===== src/hw/rtl/aes_pkg.sv =====
// ----------------------------------------------------------------------------
// AES package
// Shared types, register indexes, the substitution table and the round
// functions used by the key schedule and the round cells.
// ----------------------------------------------------------------------------
package aes_pkg;

    localparam int MaxRounds = 10;
    localparam int CfgIdxW   = 2;

    typedef logic [CfgIdxW-1:0] cfg_idx_t;
    typedef logic [3:0]         round_t;
    typedef logic [127:0]       block_t;
    typedef logic [0:15][7:0]   bytes_t;
    typedef logic [MaxRounds:0][127:0] round_keys_t;

    localparam cfg_idx_t REG_KEY_HIGH    = 2'd0;
    localparam cfg_idx_t REG_KEY_LOW     = 2'd1;
    localparam cfg_idx_t REG_ROUND_COUNT = 2'd2;

    localparam round_t ROUNDS_RESET = 4'd10;

    localparam logic [7:0] SBOX [256] = '{
        8'h63, 8'h7c, 8'h77, 8'h7b, 8'hf2, 8'h6b, 8'h6f, 8'hc5,
        8'h30, 8'h01, 8'h67, 8'h2b, 8'hfe, 8'hd7, 8'hab, 8'h76,
        8'hca, 8'h82, 8'hc9, 8'h7d, 8'hfa, 8'h59, 8'h47, 8'hf0,
        8'had, 8'hd4, 8'ha2, 8'haf, 8'h9c, 8'ha4, 8'h72, 8'hc0,
        8'hb7, 8'hfd, 8'h93, 8'h26, 8'h36, 8'h3f, 8'hf7, 8'hcc,
        8'h34, 8'ha5, 8'he5, 8'hf1, 8'h71, 8'hd8, 8'h31, 8'h15,
        8'h04, 8'hc7, 8'h23, 8'hc3, 8'h18, 8'h96, 8'h05, 8'h9a,
        8'h07, 8'h12, 8'h80, 8'he2, 8'heb, 8'h27, 8'hb2, 8'h75,
        8'h09, 8'h83, 8'h2c, 8'h1a, 8'h1b, 8'h6e, 8'h5a, 8'ha0,
        8'h52, 8'h3b, 8'hd6, 8'hb3, 8'h29, 8'he3, 8'h2f, 8'h84,
        8'h53, 8'hd1, 8'h00, 8'hed, 8'h20, 8'hfc, 8'hb1, 8'h5b,
        8'h6a, 8'hcb, 8'hbe, 8'h39, 8'h4a, 8'h4c, 8'h58, 8'hcf,
        8'hd0, 8'hef, 8'haa, 8'hfb, 8'h43, 8'h4d, 8'h33, 8'h85,
        8'h45, 8'hf9, 8'h02, 8'h7f, 8'h50, 8'h3c, 8'h9f, 8'ha8,
        8'h51, 8'ha3, 8'h40, 8'h8f, 8'h92, 8'h9d, 8'h38, 8'hf5,
        8'hbc, 8'hb6, 8'hda, 8'h21, 8'h10, 8'hff, 8'hf3, 8'hd2,
        8'hcd, 8'h0c, 8'h13, 8'hec, 8'h5f, 8'h97, 8'h44, 8'h17,
        8'hc4, 8'ha7, 8'h7e, 8'h3d, 8'h64, 8'h5d, 8'h19, 8'h73,
        8'h60, 8'h81, 8'h4f, 8'hdc, 8'h22, 8'h2a, 8'h90, 8'h88,
        8'h46, 8'hee, 8'hb8, 8'h14, 8'hde, 8'h5e, 8'h0b, 8'hdb,
        8'he0, 8'h32, 8'h3a, 8'h0a, 8'h49, 8'h06, 8'h24, 8'h5c,
        8'hc2, 8'hd3, 8'hac, 8'h62, 8'h91, 8'h95, 8'he4, 8'h79,
        8'he7, 8'hc8, 8'h37, 8'h6d, 8'h8d, 8'hd5, 8'h4e, 8'ha9,
        8'h6c, 8'h56, 8'hf4, 8'hea, 8'h65, 8'h7a, 8'hae, 8'h08,
        8'hba, 8'h78, 8'h25, 8'h2e, 8'h1c, 8'ha6, 8'hb4, 8'hc6,
        8'he8, 8'hdd, 8'h74, 8'h1f, 8'h4b, 8'hbd, 8'h8b, 8'h8a,
        8'h70, 8'h3e, 8'hb5, 8'h66, 8'h48, 8'h03, 8'hf6, 8'h0e,
        8'h61, 8'h35, 8'h57, 8'hb9, 8'h86, 8'hc1, 8'h1d, 8'h9e,
        8'he1, 8'hf8, 8'h98, 8'h11, 8'h69, 8'hd9, 8'h8e, 8'h94,
        8'h9b, 8'h1e, 8'h87, 8'he9, 8'hce, 8'h55, 8'h28, 8'hdf,
        8'h8c, 8'ha1, 8'h89, 8'h0d, 8'hbf, 8'he6, 8'h42, 8'h68,
        8'h41, 8'h99, 8'h2d, 8'h0f, 8'hb0, 8'h54, 8'hbb, 8'h16
    };

    function automatic logic [7:0] xtime(input logic [7:0] v);
        return {v[6:0], 1'b0} ^ (v[7] ? 8'h1b : 8'h00);
    endfunction

    function automatic block_t sub_shift(input block_t d);
        bytes_t s;
        bytes_t t;
        s = bytes_t'(d);
        for (int c = 0; c < 4; c++)
        begin
            for (int r = 0; r < 4; r++)
            begin
                t[r + 4 * c] = SBOX[s[r + 4 * ((c + r) % 4)]];
            end
        end
        return block_t'(t);
    endfunction

    function automatic block_t mix_columns(input block_t d);
        bytes_t s;
        bytes_t t;
        s = bytes_t'(d);
        for (int c = 0; c < 4; c++)
        begin
            for (int r = 0; r < 4; r++)
            begin
                t[4 * c + r] = xtime(s[4 * c + r]) ^ xtime(s[4 * c + (r + 1) % 4])
                             ^ s[4 * c + (r + 1) % 4] ^ s[4 * c + (r + 2) % 4]
                             ^ s[4 * c + (r + 3) % 4];
            end
        end
        return block_t'(t);
    endfunction

    function automatic block_t next_round_key(input block_t k, input logic [7:0] rcon);
        logic [31:0] w0;
        logic [31:0] w1;
        logic [31:0] w2;
        logic [31:0] w3;
        logic [31:0] t;
        w0 = k[127:96];
        w1 = k[95:64];
        w2 = k[63:32];
        w3 = k[31:0];
        t  = {SBOX[w3[23:16]], SBOX[w3[15:8]], SBOX[w3[7:0]], SBOX[w3[31:24]]};
        t  = t ^ {rcon, 24'h000000};
        w0 = w0 ^ t;
        w1 = w1 ^ w0;
        w2 = w2 ^ w1;
        w3 = w3 ^ w2;
        return {w0, w1, w2, w3};
    endfunction

endpackage


===== src/hw/rtl/aes_cfg_if.sv =====
// ----------------------------------------------------------------------------
// AES configuration channel
// Valid/ready write channel that carries a register index and data per beat.
// ----------------------------------------------------------------------------
interface aes_cfg_if;
    logic        valid;
    logic        ready;
    logic [1:0]  index;
    logic [63:0] data;

    modport source (output valid, output index, output data, input ready);
    modport sink (input valid, input index, input data, output ready);
endinterface


===== src/hw/rtl/aes_key_sched.sv =====
// ----------------------------------------------------------------------------
// AES key schedule
// Holds the configuration registers and expands the round keys, one round
// key per cycle while no write arrives, after reset and after every key write.
// ----------------------------------------------------------------------------
module aes_key_sched (
    input  logic                 clk,
    input  logic                 rst_n,
    aes_cfg_if.sink              cfg,
    output aes_pkg::round_keys_t round_keys,
    output aes_pkg::round_t      rounds,
    output logic                 busy
);
    import aes_pkg::*;

    logic [63:0]  key_high_reg;
    logic [63:0]  key_low_reg;
    round_t       count_reg;
    block_t       cur_reg;
    block_t       cur_next;
    logic [7:0]   rcon_reg;
    round_t       cnt_reg;
    logic         busy_reg;
    block_t       rk_reg [1:MaxRounds];
    logic         wr_key;

    assign cfg.ready = 1'b1;
    assign wr_key    = cfg.valid && (cfg.index == REG_KEY_HIGH || cfg.index == REG_KEY_LOW);
    assign cur_next  = next_round_key(cur_reg, rcon_reg);
    assign busy      = busy_reg;

    always_comb
    begin
        round_keys[0] = {key_high_reg, key_low_reg};
        for (int i = 1; i <= MaxRounds; i++)
        begin
            round_keys[i] = rk_reg[i];
        end
        if (count_reg == 4'd0)
        begin
            rounds = 4'd1;
        end
        else if (count_reg > 4'(MaxRounds))
        begin
            rounds = 4'(MaxRounds);
        end
        else
        begin
            rounds = count_reg;
        end
    end

    always_ff @(posedge clk or negedge rst_n)
    begin
        if (!rst_n)
        begin
            key_high_reg <= '0;
            key_low_reg  <= '0;
            count_reg    <= ROUNDS_RESET;
            cur_reg      <= '0;
            rcon_reg     <= 8'h01;
            cnt_reg      <= 4'd1;
            busy_reg     <= 1'b1;
        end
        else if (cfg.valid)
        begin
            unique case (cfg.index)
                REG_KEY_HIGH:    key_high_reg <= cfg.data;
                REG_KEY_LOW:     key_low_reg  <= cfg.data;
                REG_ROUND_COUNT: count_reg    <= cfg.data[3:0];
                default:         ;
            endcase
            if (wr_key)
            begin
                cur_reg  <= (cfg.index == REG_KEY_HIGH) ? {cfg.data, key_low_reg}
                                                         : {key_high_reg, cfg.data};
                rcon_reg <= 8'h01;
                cnt_reg  <= 4'd1;
                busy_reg <= 1'b1;
            end
        end
        else if (busy_reg)
        begin
            cur_reg  <= cur_next;
            rcon_reg <= xtime(rcon_reg);
            cnt_reg  <= cnt_reg + 4'd1;
            if (cnt_reg == 4'(MaxRounds))
            begin
                busy_reg <= 1'b0;
            end
        end
    end

    always_ff @(posedge clk)
    begin
        if (busy_reg && !cfg.valid)
        begin
            rk_reg[cnt_reg] <= cur_next;
        end
    end

endmodule


===== src/flat_wrapper.sv =====
// flat-port wrapper written by rule: the top's interface ports become plain ports
module aes_key_sched_flat import aes_pkg::*;
  (clk, rst_n, round_keys, rounds, busy, cfg_valid, cfg_index, cfg_data, cfg_ready);
  aes_cfg_if cfg_i ();
  input  logic clk;
  input  logic rst_n;
  output aes_pkg::round_keys_t round_keys;
  output aes_pkg::round_t rounds;
  output logic busy;
  input wire logic [$bits(cfg_i.valid)-1:0] cfg_valid;
  input wire logic [$bits(cfg_i.index)-1:0] cfg_index;
  input wire logic [$bits(cfg_i.data)-1:0] cfg_data;
  output wire logic [$bits(cfg_i.ready)-1:0] cfg_ready;
  assign cfg_i.valid = cfg_valid;
  assign cfg_i.index = cfg_index;
  assign cfg_i.data = cfg_data;
  assign cfg_ready = cfg_i.ready;
  aes_key_sched u_core (.clk(clk), .rst_n(rst_n), .cfg(cfg_i), .round_keys(round_keys), .rounds(rounds), .busy(busy));
endmodule

===== config.mk =====
export PLATFORM = sky130hd
export DESIGN_NAME = aes_key_sched_flat
export DESIGN_NICKNAME = d
export VERILOG_FILES = /design/src/hw/rtl/aes_pkg.sv /design/src/hw/rtl/aes_cfg_if.sv /design/src/hw/rtl/aes_key_sched.sv /design/src/flat_wrapper.sv
export SDC_FILE = /design/constraint.sdc
export NUM_CORES = 2
export LEC_CHECK = 0
export ABC_AREA = 1
export BUFFER_PORTS_ARGS = -buffer_cell sky130_fd_sc_hd__buf_2
export CORE_AREA = 4 4 580 582
export CTS_BUF_LIST = sky130_fd_sc_hd__clkbuf_8
export DETAILED_ROUTE_END_ITERATION = 10
export DIE_AREA = 0 0 584 586
export SLEW_MARGIN = 20
export SYNTH_ARGS = -nofsm -noshare
export SYNTH_HDL_FRONTEND = slang
export SYNTH_SLANG_ARGS = --single-unit
export TNS_END_PERCENT = 100

===== constraint.sdc =====
create_clock -name clk -period 11.19 [get_ports clk]
set_input_delay 2.238 -clock clk [delete_from_list [all_inputs] [get_ports clk]]
set_output_delay 2.238 -clock clk [all_outputs]
set_load 0.005 [all_outputs]

## After elaboration in Yosys (flattened, before gate mapping)

Memories as Yosys holds them, arrays and structs flattened.
Cells that the tools add are included.

- Flip-flop bits (word level): 273
- Memory bits (writable): 1280
- ROM bits: 8192
- Input bits: 69
- Memories: 5

- Add/subtract/negate cells: 1
- $lt $le $gt $ge: 5
- Equal/unequal tests: 4
- Multiplexer cells: 27
- Bitwise gates (word level): 10
- Reductions and logical operators: 11

Memory list:

| name | words | bits a word | rd ports | clocked after memory_dff | write ports | line | source |
|---|---|---|---|---|---|---|---|
| (name not given) | 256 | 8 | 1 | 0 | 0 | aes_pkg.sv:102 | `t = {SBOX[w3[23:16]], SBOX[w3[15:8]], SBOX[w3[7:0]], SBOX[w3[31:24]]};` |
| (name not given) | 256 | 8 | 1 | 0 | 0 | aes_pkg.sv:102 |  |
| (name not given) | 256 | 8 | 1 | 0 | 0 | aes_pkg.sv:102 |  |
| (name not given) | 256 | 8 | 1 | 0 | 0 | aes_pkg.sv:102 |  |
| u_core.rk_reg | 10 | 128 | 10 | 0 | 1 | aes_key_sched.sv:24 | `block_t rk_reg [1:MaxRounds];` |

Operator list:

| kind | number |
|---|---|
| $mux 128 | 4 |
| $xor 32x32->32 | 5 |
| $mux 8 | 11 |
| $ge 9x9->1 const B | 4 |
| $not 8->9 | 4 |
| $mux 4 | 5 |
| $reduce_and 2->1 | 4 |
| $xor 8x8->8 | 1 |
| $mux 1 | 6 |
| $mux 5 | 1 |
| $add 4x1->4 const B | 1 |
| $eq 4x4->1 const B | 1 |
| $gt 4x4->1 const B | 1 |
| $logic_not 4->1 | 1 |
| $eq 2x1->1 const B | 1 |
| $eq 2x2->1 const B | 1 |
| $logic_and 1x1->1 | 2 |
| $logic_not 2->1 | 1 |
| $ne 2x1->1 const B | 1 |
| $reduce_bool 2->1 | 1 |
| $logic_not 1->1 | 1 |
| $logic_or 1x1->1 | 1 |

## Depth between registers and ports, before layout

- Depth after elaboration: 11
- Depth in mapped cells: 23

## Least setup slack after synthesis

Ideal clock, no wire load.

- Path kind: input to register
- Start point: input port cfg_valid
- End point: memory u_core.rk_reg[10][0] (netlist bit), enable pin
- Library setup time: 0.772 ns
- Data arrival time: 11.732 ns
- Path slack: -1.314 ns
- Cell stages on the path: 5
- Path through: buf_2 -> nor2_1 -> inv_1 -> clkbuf_1 -> nor3_1

- Word-level cells in the longest chain between the ends: 4

RTL lines:

| element | line | source |
|---|---|---|
| from (decl) | flat_wrapper.sv:10 | `input wire logic [$bits(cfg_i.valid)-1:0] cfg_valid;` |
| $logic_not 1->1 | aes_key_sched.sv:96 | `if (busy_reg && !cfg.valid)` |
| $logic_and 1x1->1 | aes_key_sched.sv:96 |  |
| $mux 1 | aes_key_sched.sv:96 |  |
| $mux 1 (not written as such) | aes_key_sched.sv:98 | `rk_reg[cnt_reg] <= cur_next;` |
| to (decl) | aes_key_sched.sv:24 |  |

Every way passes these cells.

## Final worst setup path

- Start point: input port cfg_valid
- End point: register u_core.cur_reg[110]

- Word-level cells in the longest chain between the ends: 3
- Elaborated cells on any way between the ends: 5
- Classes of those cells: 1 x eq/ne; 1 x mux; 3 x reduce/logical

RTL lines:

| element | line | source |
|---|---|---|
| $logic_and 1x1->1 | aes_key_sched.sv:28 | `assign wr_key = cfg.valid && (cfg.index == REG_KEY_HIGH \|\| cfg.index == REG_KEY_LOW);` |
| $ne 2x1->1 (no line) | -- |  |
| $reduce_and 2->1 (no line) | -- |  |
| to (signal assigned) | aes_key_sched.sv:75 | `cur_reg <= (cfg.index == REG_KEY_HIGH) ? {cfg.data, key_low_reg}` |
| to (signal assigned) | aes_key_sched.sv:84 | `cur_reg <= cur_next;` |
| to (decl) | aes_key_sched.sv:19 | `block_t cur_reg;` |

Several ways; a longest one is shown, not always the timed one.
A chain may end at the register's enable or synchronous reset.

==> qor.txt <==
Share of layout cells above drive strength 1 -> 27.8%
Via density per instance -> 4.58
Post-route DRC -> 0
HP Class -> flop to flop
Port Buffers -> 1481
Post-synth EDFFs -> 1280
# resized after CTS -> 0
Fill cells -> 35100
Max-slew violation count -> 0
Synth unique cells -> 44
CP Launch Type -> input pin
Async set or reset register ratio after synthesis -> 17.6%
# hold bufs at CTS -> 0
Most frequent CP cell -> buf_4
Reg2reg start -> u_core.cur_reg[25]
Vias in the first global route -> 51100
Largest net degree at the start of global routing -> 118
Top cell family by delay on the critical path -> buffers and inverters
Cells after Synth -> 5779
TritonCTS clock tree -> done
Post-detail-place hpwl -> 237 mm
Max stage delay cell, worst path -> buf_4
FP Rows -> 211
Pre-CTS setup slack -> 4.17 ns
Fmax -> 162 MHz
CTS max path bufs -> 4
Tmin final -> 6.19 ns
Final worst slack -> 5.00 ns
Mapped Nets -> 5912
CP Cell Sequence -> buf_4, buf_4, nor2_1, inv_1, nand2_4, inv_6, buf_4, buf_4, a221oi_1, a22oi_1
Setup-failing EPs final -> 0
Vias -> 54600
Worst-path clk slew -> 0.06 ns
Setup Skew -> 0.0975 ns
Clk sinks -> 1553
Post-Route Utilization -> 25.1%
Pwr/cell area -> 369 nW/µm²
Global-route wire length before repair -> 436 mm
Final wirelength -> 330 mm
Part of the cycle the worst path needs -> 55.3%
H-tree depth -> 5
Area grow syn2layout -> 26.7%
DRT Pass-1 Iters -> 9
Critical path buffers and inverters -> 6
Initial antenna violation count -> 55
Nets -> 7450
DR iter-0 viols -> 6988
Max-Cap Viols -> 0
Die Span X -> 584 µm
I/O pins -> 1483
RSZ-0062 raised after global routing -> no
Post-CTS setup buffers -> 0
Rel. slew slack -> 21.8%
Leakage -> 34.1 nW
R2r setup slk -> 5.41 ns
Gpl congestion -> 1.00
Synth warn -> 0
Hold Path Sink -> u_core.cnt_reg[3]
Worst-Margin Slew -> 1.17 ns
Starting Density -> 19.8%
Flops & latches, synth -> 1553
Worst-Skew Late Latency -> 1.02 ns
Worst Setup Path Type -> input pin to flop
Hold depth -> 1
Worst reg2reg path depth -> 19
Post-synthesis sequential area ratio -> 69.3%
Die footprint -> 342000 µm²
Synthesized area -> 65400 µm²
Antenna viol nets, final -> 0
Critical path data required time -> 12.06 ns
Status -> completed
Total gr overflow -> 0
Final hold vios -> 0
Wire per inst -> 27.7 µm
CTS buffer count -> 268
Crit path largest cell delay -> 0.69 ns
Die Height -> 586 µm
Max reg flops -> 1280
Placed Instances -> 11400
Root Buffer -> clkbuf_8
Layout Cells excl Fill -> 11900
Reg-to-Reg End -> u_core.rk_reg[4][5]
Main synth FF type -> edfxtp_1
CP arrival -> 7.06 ns
CP Capture Type -> flop
Total power -> 30.6 mW
Syn_area_per_cell -> 11.3 µm²
Hold wc startpoint -> u_core.cnt_reg[3]
CP max FO -> 60
Total track usage -> 18.1%
Core area -> 330000 µm²
Peak supply drop -> 214 µV
## stage by stage
stage	cell area [µm²]	setup TNS [ns]	hold WS (ns)
3_3_place_gp	77600	0	0.462
5_1_grt	82800	0	0.517
3_5_place_dp	77600	0	0.469
4_1_cts	82700	0	0.477
6_report	82800	0	0.475
2_1_floorplan	65400	-798.86	0.433
## kinds of logic (layout without fill, tap and decap cells)
| kind of cell | after synthesis | count (layout) | share of synthesized area (%) |
|---|---|---|---|
| XOR/XNOR | 10 | 10 | 0.134 |
| AND/OR/NAND/NOR | 2918 | 2918 | 19.8 |
| flip-flops | 1553 | 1553 | 69.3 |
| other | 1 | 35 | 0.00574 |
| buffers and inverters | 607 | 2343 | 4.11 |
| AO/OA/AOI/OAI | 625 | 625 | 5.42 |
| adder cells (fa/ha/maj) | 65 | 65 | 1.24 |
## cells in the mapped netlist, drive strengths merged, types with 2 or more instances
master / instances / area share, %
edfxtp: 1280 / 59
nand4: 17 / 0.16
xor2: 8 / 0.11
a41oi: 9 / 0.12
a21oi: 246 / 1.9
ha: 64 / 1.2
nand2: 1431 / 8.6
and2: 32 / 0.31
dfstp: 5 / 0.20
o21ai: 236 / 1.8
clkbuf: 120 / 0.69
nor3: 7 / 0.054
nand3b: 10 / 0.11
nor2: 240 / 1.4
or2: 5 / 0.048
clkinv: 3 / 0.017
buf: 191 / 1.7
nand3: 1175 / 9.1
o211ai: 13 / 0.15
a22oi: 56 / 0.64
o22ai: 7 / 0.067
inv: 293 / 1.7
a31oi: 15 / 0.14
xnor2: 2 / 0.027
a221oi: 41 / 0.55
dfrtp: 268 / 10
## routing by layer
metal | GRT usage (%) | share of wire [%] | routed length [µm]
met1 | 22.4 | 38 | 126000
met2 | 28.8 | 46 | 151000
met3 | 3.86 | 9.0 | 29900
met4 | 11.6 | 7.1 | 23300
met5 | 0 | 0.017 | 56
## area by class of cell
| cell class | count | area (µm²) | area share, % |
|---|---|---|---|
| clock inverters | 183 | 1160 | 1.41 |
| flip-flops and latches | 1553 | 45300 | 54.7 |
| multi-input cells | 3619 | 17500 | 21.1 |
| repair buffers | 1579 | 8250 | 9.96 |
| well taps | 4366 | 5460 | 6.60 |
| diodes | 34 | 85.1 | 0.103 |
| inverters | 296 | 1140 | 1.37 |
| clock buffers | 285 | 3920 | 4.74 |
## worst max path at each step
stage,start,end,cells past startpoint
2_1_floorplan,cfg_valid,u_core.rk_reg[10][0],5
3_3_place_gp,cfg_valid,u_core.cur_reg[114],10
3_5_place_dp,cfg_valid,u_core.cur_reg[110],10
4_1_cts,cfg_valid,u_core.cur_reg[110],10
5_1_grt,cfg_valid,u_core.cur_reg[110],10
6_report,cfg_valid,u_core.cur_reg[110],10
## layout by cell type (no fill, tap or decap), types with 8 or more instances in the layout
| master | netlist | final |
|---|---|---|
| a21oi_1 | 242 | 242 |
| a221oi_1 | 41 | 41 |
| a22oi_1 | 56 | 56 |
| a31oi_1 | 15 | 15 |
| a41oi_1 | 9 | 9 |
| and2_1 | 32 | 32 |
| buf_2 | 109 | 1479 |
| buf_4 | 24 | 93 |
| bufinv_16 | 0 | 8 |
| clkbuf_8 | 0 | 285 |
| clkinv_1 | 3 | 46 |
| clkinv_2 | 0 | 16 |
| dfrtp_1 | 268 | 260 |
| dfrtp_2 | 0 | 8 |
| diode_2 | 0 | 34 |
| edfxtp_1 | 1280 | 1280 |
| ha_1 | 64 | 64 |
| inv_1 | 273 | 359 |
| inv_2 | 15 | 15 |
| nand2_1 | 1341 | 1339 |
| nand2_2 | 82 | 82 |
| nand2_4 | 8 | 10 |
| nand3_1 | 1164 | 1164 |
| nand3_2 | 11 | 11 |
| nand3b_1 | 10 | 10 |
| nand4_1 | 17 | 17 |
| nor2_1 | 227 | 219 |
| nor2_2 | 13 | 13 |
| nor2_4 | 0 | 8 |
| o211ai_1 | 13 | 13 |
| o21ai_0 | 229 | 229 |
| xor2_1 | 8 | 8 |
## worst register-to-register path: cells and delay by family (launching register included)
kind | cells | cell delay (ns)
buf+inv | 3 | 0.71
fa+ha+maj | 1 | 0.59
simple gates | 15 | 3.41
flops | 1 | 0.69
## power by group
group | total, mW | switching (mW) | internal, mW | leakage [nW]
registers | 10.1 | 0.598 | 9.52 | 14.9
logic | 15.4 | 12.4 | 2.98 | 16.3
clock network | 5.08 | 2.50 | 2.57 | 2.91
Power figures use the tool's default switching activity.
